<file path="config.mk">
export PLATFORM = sky130hd
export DESIGN_NAME = button_press_duration_classifier
export DESIGN_NICKNAME = d
export VERILOG_FILES = /design/src/rtl/bpdc_pkg.sv /design/src/rtl/button_press_duration_classifier.sv /design/src/rtl/bpdc_lane.sv /design/src/rtl/bpdc_merge.sv
export SDC_FILE = /design/constraint.sdc
export NUM_CORES = 1
export LEC_CHECK = 0
export BUFFER_PORTS_ARGS = -buffer_cell sky130_fd_sc_hd__buf_2
export CAP_MARGIN = 20
export CORE_MARGIN = 2
export CORE_UTILIZATION = 45
export DETAILED_ROUTE_END_ITERATION = 8
export GPL_TIMING_DRIVEN = 0
export PLACE_DENSITY = 0.71
export SYNTH_ARGS = -nofsm -noshare
export SYNTH_HDL_FRONTEND = slang
export SYNTH_SLANG_ARGS = --single-unit
</file>
<file path="constraint.sdc">
create_clock -name clk -period 4.57 [get_ports clk]
set_input_delay 0.6855 -clock clk [delete_from_list [all_inputs] [get_ports clk]]
set_output_delay 0.6855 -clock clk [all_outputs]
set_load 0.03 [all_outputs]
</file>
<file path="src/rtl/bpdc_pkg.sv">
// ----------------------------------------------------------------------------
// bpdc_pkg
// Shared types and constants of the button press duration classifier.
// ----------------------------------------------------------------------------
`default_nettype none

package bpdc_pkg;

    // Buttons that the sample and the result word carry
    localparam int NUM_VISIBLE = 4;

    localparam int LIMIT_W = 16;
    localparam int CLASS_W = 3;
    localparam int ADDR_W  = 4;
    localparam int IN_W    = 40;
    localparam int OUT_W   = 24;

    // Register map, index taken from paddr[3:2]
    localparam logic [1:0] REG_SHORT  = 2'd0;
    localparam logic [1:0] REG_LONG   = 2'd1;
    localparam logic [1:0] REG_LONGER = 2'd2;
    localparam logic [1:0] REG_RESET  = 2'd3;

    localparam logic [LIMIT_W-1:0] SHORT_RST  = 16'd250;
    localparam logic [LIMIT_W-1:0] LONG_RST   = 16'd1500;
    localparam logic [LIMIT_W-1:0] LONGER_RST = 16'd5000;
    localparam logic [LIMIT_W-1:0] RESET_RST  = 16'd15000;

    // Hold classes
    localparam logic [CLASS_W-1:0] CLS_NONE   = 3'd0;
    localparam logic [CLASS_W-1:0] CLS_SHORT  = 3'd1;
    localparam logic [CLASS_W-1:0] CLS_MEDIUM = 3'd2;
    localparam logic [CLASS_W-1:0] CLS_LONG   = 3'd3;
    localparam logic [CLASS_W-1:0] CLS_XLONG  = 3'd4;
    localparam logic [CLASS_W-1:0] CLS_RESET  = 3'd5;

    typedef struct packed {
        logic [LIMIT_W-1:0] short_ms;
        logic [LIMIT_W-1:0] long_ms;
        logic [LIMIT_W-1:0] longer_ms;
        logic [LIMIT_W-1:0] reset_ms;
    } limits_t;

    typedef struct packed {
        logic               released;
        logic [CLASS_W-1:0] cls;
        logic               pressed;
        logic               long_hold;
    } lane_result_t;

endpackage

`default_nettype wire

</file>
<file path="src/rtl/button_press_duration_classifier.sv">
// ----------------------------------------------------------------------------
// button_press_duration_classifier
// Classifies how long each of four active-low buttons is held.
// ----------------------------------------------------------------------------
// One sample word is taken per clock, and its result word appears on the
// master side in the cycle after it is accepted; the only stall comes from
// m_tready held low while a result waits in the output register. Each button
// has its own lane that forms the hold duration with one subtract and checks
// it against the four limit registers in parallel, which sets the cycle path.
// Every sample yields exactly one result word. Limits are written over the
// APB port (short, long, longer, reset limit at 0x0, 0x4, 0x8, 0xC) and take
// effect from the next sample. No initialization pass is needed after reset.
`default_nettype none

module button_press_duration_classifier #(
    parameter int NUM_BUTTONS = 4,
    parameter int TIME_BITS   = 32
) (
    input  wire logic                          clk,
    input  wire logic                          rst_n,
    // APB configuration port
    input  wire logic                          psel,
    input  wire logic                          penable,
    input  wire logic                          pwrite,
    input  wire logic [bpdc_pkg::ADDR_W-1:0]   paddr,
    input  wire logic [31:0]                   pwdata,
    output logic [31:0]                        prdata,
    output logic                               pready,
    // sample stream
    input  wire logic                          s_tvalid,
    output logic                               s_tready,
    // [3:0] levels, [35:4] now_ms, [39:36] zero
    input  wire logic [bpdc_pkg::IN_W-1:0]     s_tdata,
    // result stream
    output logic                               m_tvalid,
    input  wire logic                          m_tready,
    // [3:0] release_mask, [6:4] class_b0, [9:7] class_b1, [12:10] class_b2,
    // [15:13] class_b3, [19:16] pressed_mask, [23:20] long_hold_mask
    output logic [bpdc_pkg::OUT_W-1:0]         m_tdata
);

    // Buttons past the sampled ones always read released and never report
    localparam int LANES = (NUM_BUTTONS < bpdc_pkg::NUM_VISIBLE) ?
                           NUM_BUTTONS : bpdc_pkg::NUM_VISIBLE;

    bpdc_pkg::limits_t                                 limits_reg;
    bpdc_pkg::lane_result_t [bpdc_pkg::NUM_VISIBLE-1:0] lanes;
    logic [3:0]                                        levels;
    logic [31:0]                                       now_ms;
    logic [TIME_BITS-1:0]                              now_t;
    logic                                              accept;
    logic                                              cfg_write;

    assign levels = s_tdata[3:0];
    assign now_ms = s_tdata[35:4];
    assign now_t  = TIME_BITS'(now_ms);
    assign accept = s_tvalid && s_tready;

    // Configuration registers
    assign pready    = 1'b1;
    assign cfg_write = psel && penable && pwrite;

    always_ff @(posedge clk or negedge rst_n)
    begin
        if (!rst_n)
        begin
            limits_reg.short_ms  <= bpdc_pkg::SHORT_RST;
            limits_reg.long_ms   <= bpdc_pkg::LONG_RST;
            limits_reg.longer_ms <= bpdc_pkg::LONGER_RST;
            limits_reg.reset_ms  <= bpdc_pkg::RESET_RST;
        end
        else if (cfg_write)
        begin
            unique case (paddr[3:2])
                bpdc_pkg::REG_SHORT:  limits_reg.short_ms  <= pwdata[15:0];
                bpdc_pkg::REG_LONG:   limits_reg.long_ms   <= pwdata[15:0];
                bpdc_pkg::REG_LONGER: limits_reg.longer_ms <= pwdata[15:0];
                bpdc_pkg::REG_RESET:  limits_reg.reset_ms  <= pwdata[15:0];
                default: ;
            endcase
        end
    end

    always_comb
    begin
        unique case (paddr[3:2])
            bpdc_pkg::REG_SHORT:  prdata = 32'(limits_reg.short_ms);
            bpdc_pkg::REG_LONG:   prdata = 32'(limits_reg.long_ms);
            bpdc_pkg::REG_LONGER: prdata = 32'(limits_reg.longer_ms);
            bpdc_pkg::REG_RESET:  prdata = 32'(limits_reg.reset_ms);
            default:              prdata = '0;
        endcase
    end

    // Per-button lanes
    for (genvar b = 0; b < bpdc_pkg::NUM_VISIBLE; b++)
    begin : g_lane
        if (b < LANES)
        begin : g_on
            bpdc_lane #(
                .TIME_BITS (TIME_BITS)
            ) u_lane (
                .clk     (clk),
                .rst_n   (rst_n),
                .advance (accept),
                .level   (levels[b]),
                .now_t   (now_t),
                .limits  (limits_reg),
                .result  (lanes[b])
            );
        end
        else
        begin : g_off
            assign lanes[b] = '0;
        end
    end

    bpdc_merge u_merge (
        .clk      (clk),
        .rst_n    (rst_n),
        .s_valid  (s_tvalid),
        .s_ready  (s_tready),
        .lanes    (lanes),
        .m_tvalid (m_tvalid),
        .m_tready (m_tready),
        .m_tdata  (m_tdata)
    );

endmodule

`default_nettype wire

</file>
<file path="src/rtl/bpdc_lane.sv">
// ----------------------------------------------------------------------------
// bpdc_lane
// Per-button edge tracking and hold duration classification.
// ----------------------------------------------------------------------------
`default_nettype none

module bpdc_lane #(
    parameter int TIME_BITS = 32
) (
    input  wire logic                   clk,
    input  wire logic                   rst_n,
    input  wire logic                   advance,
    input  wire logic                   level,
    input  wire logic [TIME_BITS-1:0]   now_t,
    input  wire bpdc_pkg::limits_t      limits,
    output bpdc_pkg::lane_result_t      result
);

    logic                            prev_reg;
    logic [TIME_BITS-1:0]            start_reg;
    logic [TIME_BITS-1:0]            start_next;
    logic [bpdc_pkg::CLASS_W-1:0]    class_reg;
    logic [bpdc_pkg::CLASS_W-1:0]    class_next;
    logic [bpdc_pkg::CLASS_W-1:0]    class_dur;
    logic [TIME_BITS-1:0]            dur;

    assign dur = now_t - start_reg;

    always_comb
    begin
        if (dur < TIME_BITS'(limits.short_ms))
            class_dur = bpdc_pkg::CLS_SHORT;
        else if (dur < TIME_BITS'(limits.long_ms))
            class_dur = bpdc_pkg::CLS_MEDIUM;
        else if (dur < TIME_BITS'(limits.longer_ms))
            class_dur = bpdc_pkg::CLS_LONG;
        else if (dur > TIME_BITS'(limits.reset_ms))
            class_dur = bpdc_pkg::CLS_RESET;
        else
            class_dur = bpdc_pkg::CLS_XLONG;
    end

    always_comb
    begin
        start_next      = start_reg;
        class_next      = class_reg;
        result.released = 1'b0;
        result.cls      = bpdc_pkg::CLS_NONE;
        if (prev_reg && !level)
        begin
            start_next = now_t;
            class_next = bpdc_pkg::CLS_NONE;
        end
        else if (!prev_reg && !level)
        begin
            class_next = class_dur;
        end
        else if (!prev_reg && level)
        begin
            // report only a release that carried a class
            result.released = (class_reg != bpdc_pkg::CLS_NONE);
            result.cls      = class_reg;
            class_next      = bpdc_pkg::CLS_NONE;
        end
        result.pressed   = !level;
        result.long_hold = !level && (class_next > bpdc_pkg::CLS_MEDIUM);
    end

    always_ff @(posedge clk or negedge rst_n)
    begin
        if (!rst_n)
        begin
            prev_reg  <= 1'b0;
            start_reg <= '0;
            class_reg <= bpdc_pkg::CLS_NONE;
        end
        else if (advance)
        begin
            prev_reg  <= level;
            start_reg <= start_next;
            class_reg <= class_next;
        end
    end

endmodule

`default_nettype wire

</file>
<file path="src/rtl/bpdc_merge.sv">
// ----------------------------------------------------------------------------
// bpdc_merge
// Combines the lane results into one result word and holds it for the sink.
// ----------------------------------------------------------------------------
`default_nettype none

module bpdc_merge (
    input  wire logic                                                clk,
    input  wire logic                                                rst_n,
    input  wire logic                                                s_valid,
    output logic                                                     s_ready,
    input  wire bpdc_pkg::lane_result_t [bpdc_pkg::NUM_VISIBLE-1:0]  lanes,
    output logic                                                     m_tvalid,
    input  wire logic                                                m_tready,
    output logic [bpdc_pkg::OUT_W-1:0]                               m_tdata
);

    logic                          valid_reg;
    logic [bpdc_pkg::OUT_W-1:0]    data_reg;
    logic [bpdc_pkg::OUT_W-1:0]    data_next;
    logic                          load;

    always_comb
    begin
        data_next = '0;
        for (int b = 0; b < bpdc_pkg::NUM_VISIBLE; b++)
        begin
            data_next[b]             = lanes[b].released;
            data_next[4 + 3*b +: 3]  = lanes[b].cls;
            data_next[16 + b]        = lanes[b].pressed;
            data_next[20 + b]        = lanes[b].long_hold;
        end
    end

    // take a new word whenever the held one leaves or there is none
    assign s_ready  = !valid_reg || m_tready;
    assign load     = s_valid && s_ready;
    assign m_tvalid = valid_reg;
    assign m_tdata  = data_reg;

    always_ff @(posedge clk or negedge rst_n)
    begin
        if (!rst_n)
            valid_reg <= 1'b0;
        else if (s_ready)
            valid_reg <= s_valid;
    end

    always_ff @(posedge clk)
    begin
        if (load)
            data_reg <= data_next;
    end

endmodule

`default_nettype wire
</file>
======== After elaboration in Yosys (flattened, before gate mapping) ========
Cells that the tools add are included.
operators by class
  $add $sub $neg .......................... 4
  $lt $le $gt $ge ......................... 20
  equal/unequal tests ..................... 3
  multiplexer cells ....................... 29
  bitwise logic cells ..................... 4
  reduce and logical (&&, ||, !) cells .... 46
operator list
  cell                count
  $lt 32x16->1        12
  $gt 32x16->1        4
  $pmux 32 s4         1
  $sub 32x32->32      4
  $mux 3              24
  $logic_and 1x1->1   19
  $reduce_and 2->1    8
  $gt 3x2->1 const B  4
  $reduce_bool 3->1   4
  $reduce_or 3->1     4
  $logic_not 1->1     9
  $eq 2x2->1 const B  2
  $mux 1              4
  $not 1->1           4
  $eq 2x1->1 const B  1
  $logic_not 2->1     1
  $logic_or 1x1->1    1
storage, ports and cells
  register bits after elaboration ......... 233
  input port bits ......................... 83
  output and inout bits ................... 59
  logic and storage cells ................. 128

======== Logic depth before layout (Yosys ltp) ========
  depth in word-level cells ............... 10
  mapped depth ............................ 21

======== Modules after synthesis ========
Synthesis repeated with hierarchy kept, for this count alone.
unflattened totals
  cells, all modules ...................... 2,687
  area total of the unflattened synthesis .. 23,995.5 µm²
modules (own cells, without submodules)
  module                              instances  cells each  area an instance (µm²)
  bpdc_lane at g_lane[0].g_on.u_lane  1          632         5,113.7
  bpdc_lane at g_lane[3].g_on.u_lane  1          617         5,041.1
  bpdc_lane at g_lane[1].g_on.u_lane  1          610         5,031.1
  bpdc_lane at g_lane[2].g_on.u_lane  1          619         4,992.3
  button_press_duration_classifier    1          181         3,042.9
  bpdc_merge                          1          28          774.5

======== Least setup slack after synthesis ========
No wires, ideal clock.
  path type ............................... input to register
  start point ............................. input port s_tdata[4] (netlist name)
  end point ............................... register g_lane[3].g_on.u_lane.class_reg[0] (netlist name)
  library setup time ...................... 0.082 ns
  arrival ................................. 4.377 ns
  data required time ...................... 4.488 ns
  path slack .............................. 0.111 ns
  cell stages on the path ................. 20
  cell sequence ........................... inv_1 ha_1 fa_1 nor2b_1 o2111ai_1 a21oi_1 nor2_1 o21a_1 o21ai_0 a21o_1 a21oi_1 xnor2_1 ha_1 and3_1 a221o_1 a21oi_1 o21ai_0 a21boi_0 o21a_1 a31oi_1
on the way
  cells in the longest elaborated chain, start to end .. 8
  elaborated cells between the ends (all ways) .. 11
  classes of those cells .................. 1 x add/sub; 4 x order compare; 6 x mux
ends and longest elaborated chain
  what                    line                                    RTL
  start: declaration      button_press_duration_classifier.sv:33  input wire logic [bpdc_pkg::IN_W-1:0] s_tdata,
  $sub 32x32->32 (*)      bpdc_lane.sv:27                         assign dur = now_t - start_reg;
  $gt 32x16->1            bpdc_lane.sv:37                         else if (dur > TIME_BITS'(limits.reset_ms))
  $mux 1                  bpdc_lane.sv:37
  $mux 3                  bpdc_lane.sv:35                         else if (dur < TIME_BITS'(limits.longer_ms))
  $mux 3                  bpdc_lane.sv:33                         else if (dur < TIME_BITS'(limits.long_ms))
  $mux 3 (*)              bpdc_lane.sv:31                         if (dur < TIME_BITS'(limits.short_ms))
  $mux 3 (*)              bpdc_lane.sv:54                         else if (!prev_reg && !level)
  $mux 3 (*)              bpdc_lane.sv:49                         if (prev_reg && !level)
  end signal: assignment  bpdc_lane.sv:75                         class_reg <= bpdc_pkg::CLS_NONE;
  end signal: assignment  bpdc_lane.sv:81                         class_reg <= class_next;
  end: declaration        bpdc_lane.sv:22                         logic [bpdc_pkg::CLASS_W-1:0] class_reg;
Mark *: on every way between the ends. The rest lies on a longest branch, timed or not.
A chain may end at the register's enable or synchronous reset.

======== Worst setup path in the final report ========
  start point ............................. input port s_tdata[5] (netlist name)
  end point ............................... register g_lane[0].g_on.u_lane.class_reg[0] (netlist name)
on the way
  cells in the longest elaborated chain, start to end .. 8
  elaborated cells between the ends (all ways) .. 11
  classes of those cells .................. 1 x add/sub; 4 x order compare; 6 x mux
ends and longest elaborated chain
  what                    line
  $sub 32x32->32 (*)      bpdc_lane.sv:27
  $gt 32x16->1            bpdc_lane.sv:37
  $mux 1                  bpdc_lane.sv:37
  $mux 3                  bpdc_lane.sv:35
  $mux 3                  bpdc_lane.sv:33
  $mux 3 (*)              bpdc_lane.sv:31
  $mux 3 (*)              bpdc_lane.sv:54
  $mux 3 (*)              bpdc_lane.sv:49
  end signal: assignment  bpdc_lane.sv:75
  end signal: assignment  bpdc_lane.sv:81
  end: declaration        bpdc_lane.sv:22
Marked as above.

==> impl_metrics.toml <==
[critical_path]
r2r_start = "g_lane[3].g_on.u_lane.start_reg[1]"
crit_type = "input port to flop"
required_ps = 5030
cp-startpoint = "s_tdata[5]"
startpoint_type = "input port"
worst_setup_path_end_kind = "flop"
cp_max_fo = 7
crit_arrival_ps = 4960

[drt]
drtAntennaViolNets = 0
vias = 19900
drc_errors = 0
dr.pass1.iters = 6
viasPerCell = 5.95
post_drt_wl_per_cell_um = 20.7
first_iter_violations = 1539
routed_wirelength_um = 68900

[clocking]
clkSlewWorstSetupHoldPaths_ps = 60
cts_tree = "built"
cts_sinks = 233
cts_hold_buf = 0
clock_latency_ps = 580
clockBufferDepth = 3
htreeDepth = 1
clock_tree.root_cell = "clkbuf_16"
cts_buffers = 30

[timing]
fmax_mhz = 222
finalSetupViolations = 0
relSlewSlack_pct = 40.4
hold_viol = 0
period_minus_slack_ps = 4500
post-route-period-util_pct = 98.5
finalClockSkew_ps = 19.9
tns_ps = 0
whs_ps = 110
worst_pin_slew_ps = 895
drv_slew = 0
fin_ws_ps = 68.5

[min_path]
hp-class = "input port to async pin"

[final_layout]
layout-drive-gt1-share_pct = 17.9
final_net_count = 3104
syn_to_final_growth_pct = 13.9
layout_commonest_cell = "ha_1"
diodes = 0
finalInstanceArea_um2 = 25400
mostFrequentLayoutCells = "366 x ha_1, 206 x inv_1, 185 x nand2_1"
largest_reg_flops = 128
fillers = 4482
fin_util_pct = 51.9

[die]
pin_count = 142
dieHeight_um = 227
row_count = 81
die-area_um2 = 51400
die_w_um = 227
core_area_um2 = 49000
initial_core_util_pct = 45.6

[yosys]
synthCells = 2481
synth_area_um2 = 22300
yosysUniqueCellTypes = 83
yosysSeqAreaShare_pct = 26.8
synth-edff-count = 24
yosys_warnings = 0
synth_top_area_share_pct = 20.6
synth_area_per_cell_um2 = 8.99
ys.flop_type = "dfrtp_1"
synth.area.top_cells = "dfrtp_1 21%, ha_1 21%, mux2_2 7.9%, a21oi_1 4.1%, o21ai_0 3.6%"
synthArstFlopShare_pct = 89.7
synth_top_area_cell = "dfrtp_1"
ys_ff_latch = 233

[placed_design]
placed_area_um2 = 23700
place_ws_ps = -1210
place_congestion = 0.968
dp_hpwl_um = 55900
io_buffer_count = 99

[global_route]
antenna_found_initial = 0
grt_pass1_wl_um = 107000
grt_pass1_vias = 19400
track_usage_pct = 26.7
grt_start_max_net_pins = 115
overflow = 0

[run_status]
status = "completed"

[power_and_ir_drop]
irDropWorstVdd_mv = 0.339
leakage_nw = 11.8
power_density_nw_per_um2 = 664

[job]
drv_cap = 0
## per-stage QoR
step           std cells  total power [W]
5_1_grt             3337           0.0183
6_report            3337           0.0169
3_5_place_dp        3260           0.0135
2_1_floorplan       2496           0.0105
4_1_cts             3321           0.0164
3_3_place_gp        3259           0.0132
## logic make-up (layout without fill, tap and decap cells)
logic type | Yosys count | count (layout) | synth area share (%)
AO/OA/AOI/OAI | 705 | 705 | 20.3
XOR/XNOR | 80 | 80 | 3.14
other | 2 | 17 | 0.0337
adder cells (fa/ha/maj) | 372 | 372 | 21.0
AND/OR/NAND/NOR | 617 | 617 | 13.6
flip-flops | 233 | 233 | 26.8
multiplexers | 184 | 184 | 10.0
buffers and inverters | 288 | 465 | 5.15
## critical path, cell delays in order
cell and delay (ps):
buf_2 180, clkinvlp_4 220, buf_4 200, fa_1 460
nor2b_1 180, o31a_1 210, o31ai_2 150, o21a_1 260
xnor2_2 370, ha_1 330, or3_1 370, o21ai_0 70
a21oi_1 70, a221oi_2 350, o21ai_0 180, a21oi_2 290
o211ai_1 150, nor2_1 150, a2bb2oi_1 80
## layer usage
layer	up-vias	GRT usage [%]	wire length, um
met5	-	0	0
met1	9712	35.9	31000
met4	0	9.27	2550
met3	121	2.54	3250
met2	560	44.9	32200
li1	9470	-	-
## power breakdown
group          switching, W  internal [W]
registers          0.000297       0.00267
clock network       0.00102       0.00152
logic               0.00684       0.00451
## timing repair
| item | 4_1_cts | 5_1_grt |
|---|---|---|
| buffers inserted | 5 | 16 |
| gates resized for setup | 38 | 48 |
| pin swaps | 4 | 24 |
| endpoints found under the setup margin | 13 | 13 |
## Yosys cell counts (38+ instances only)
library cell,n
o21a_1,42
nand4_1,54
dfrtp_1,184
nor3_1,45
nand3_1,38
clkbuf_1,57
xnor2_1,48
mux2_2,156
ha_1,368
a21o_1,98
o21ai_0,160
inv_1,208
nand2_1,185
a21oi_1,185
nor2_1,133
## final timing paths
kind,end,slack (ps),cells after the start
worst max-delay path,g_lane[0].g_on.u_lane.class_reg[0],70,19
worst min-delay path,limits_reg[50],110,1
worst max register to register,g_lane[3].g_on.u_lane.class_reg[0],150,17
worst min register to register,g_lane[2].g_on.u_lane.start_reg[0],490,2
max in group asynchronous,g_lane[1].g_on.u_lane.start_reg[15],3340,2
min in group clk,u_merge.m_tvalid,320,2
## layout make-up
type,instances,area (um2),share of cell area (%)
buffer,79,364,1.43
clock buffer,32,768,3.02
clock inverter,24,299,1.18
inverter,209,788,3.10
multi-input combinational,1975,15700,61.7
sequential,233,5980,23.5
tap,664,831,3.27
timing repair buffer,121,691,2.72
Note: power is estimated with default switching activity, not from simulation.
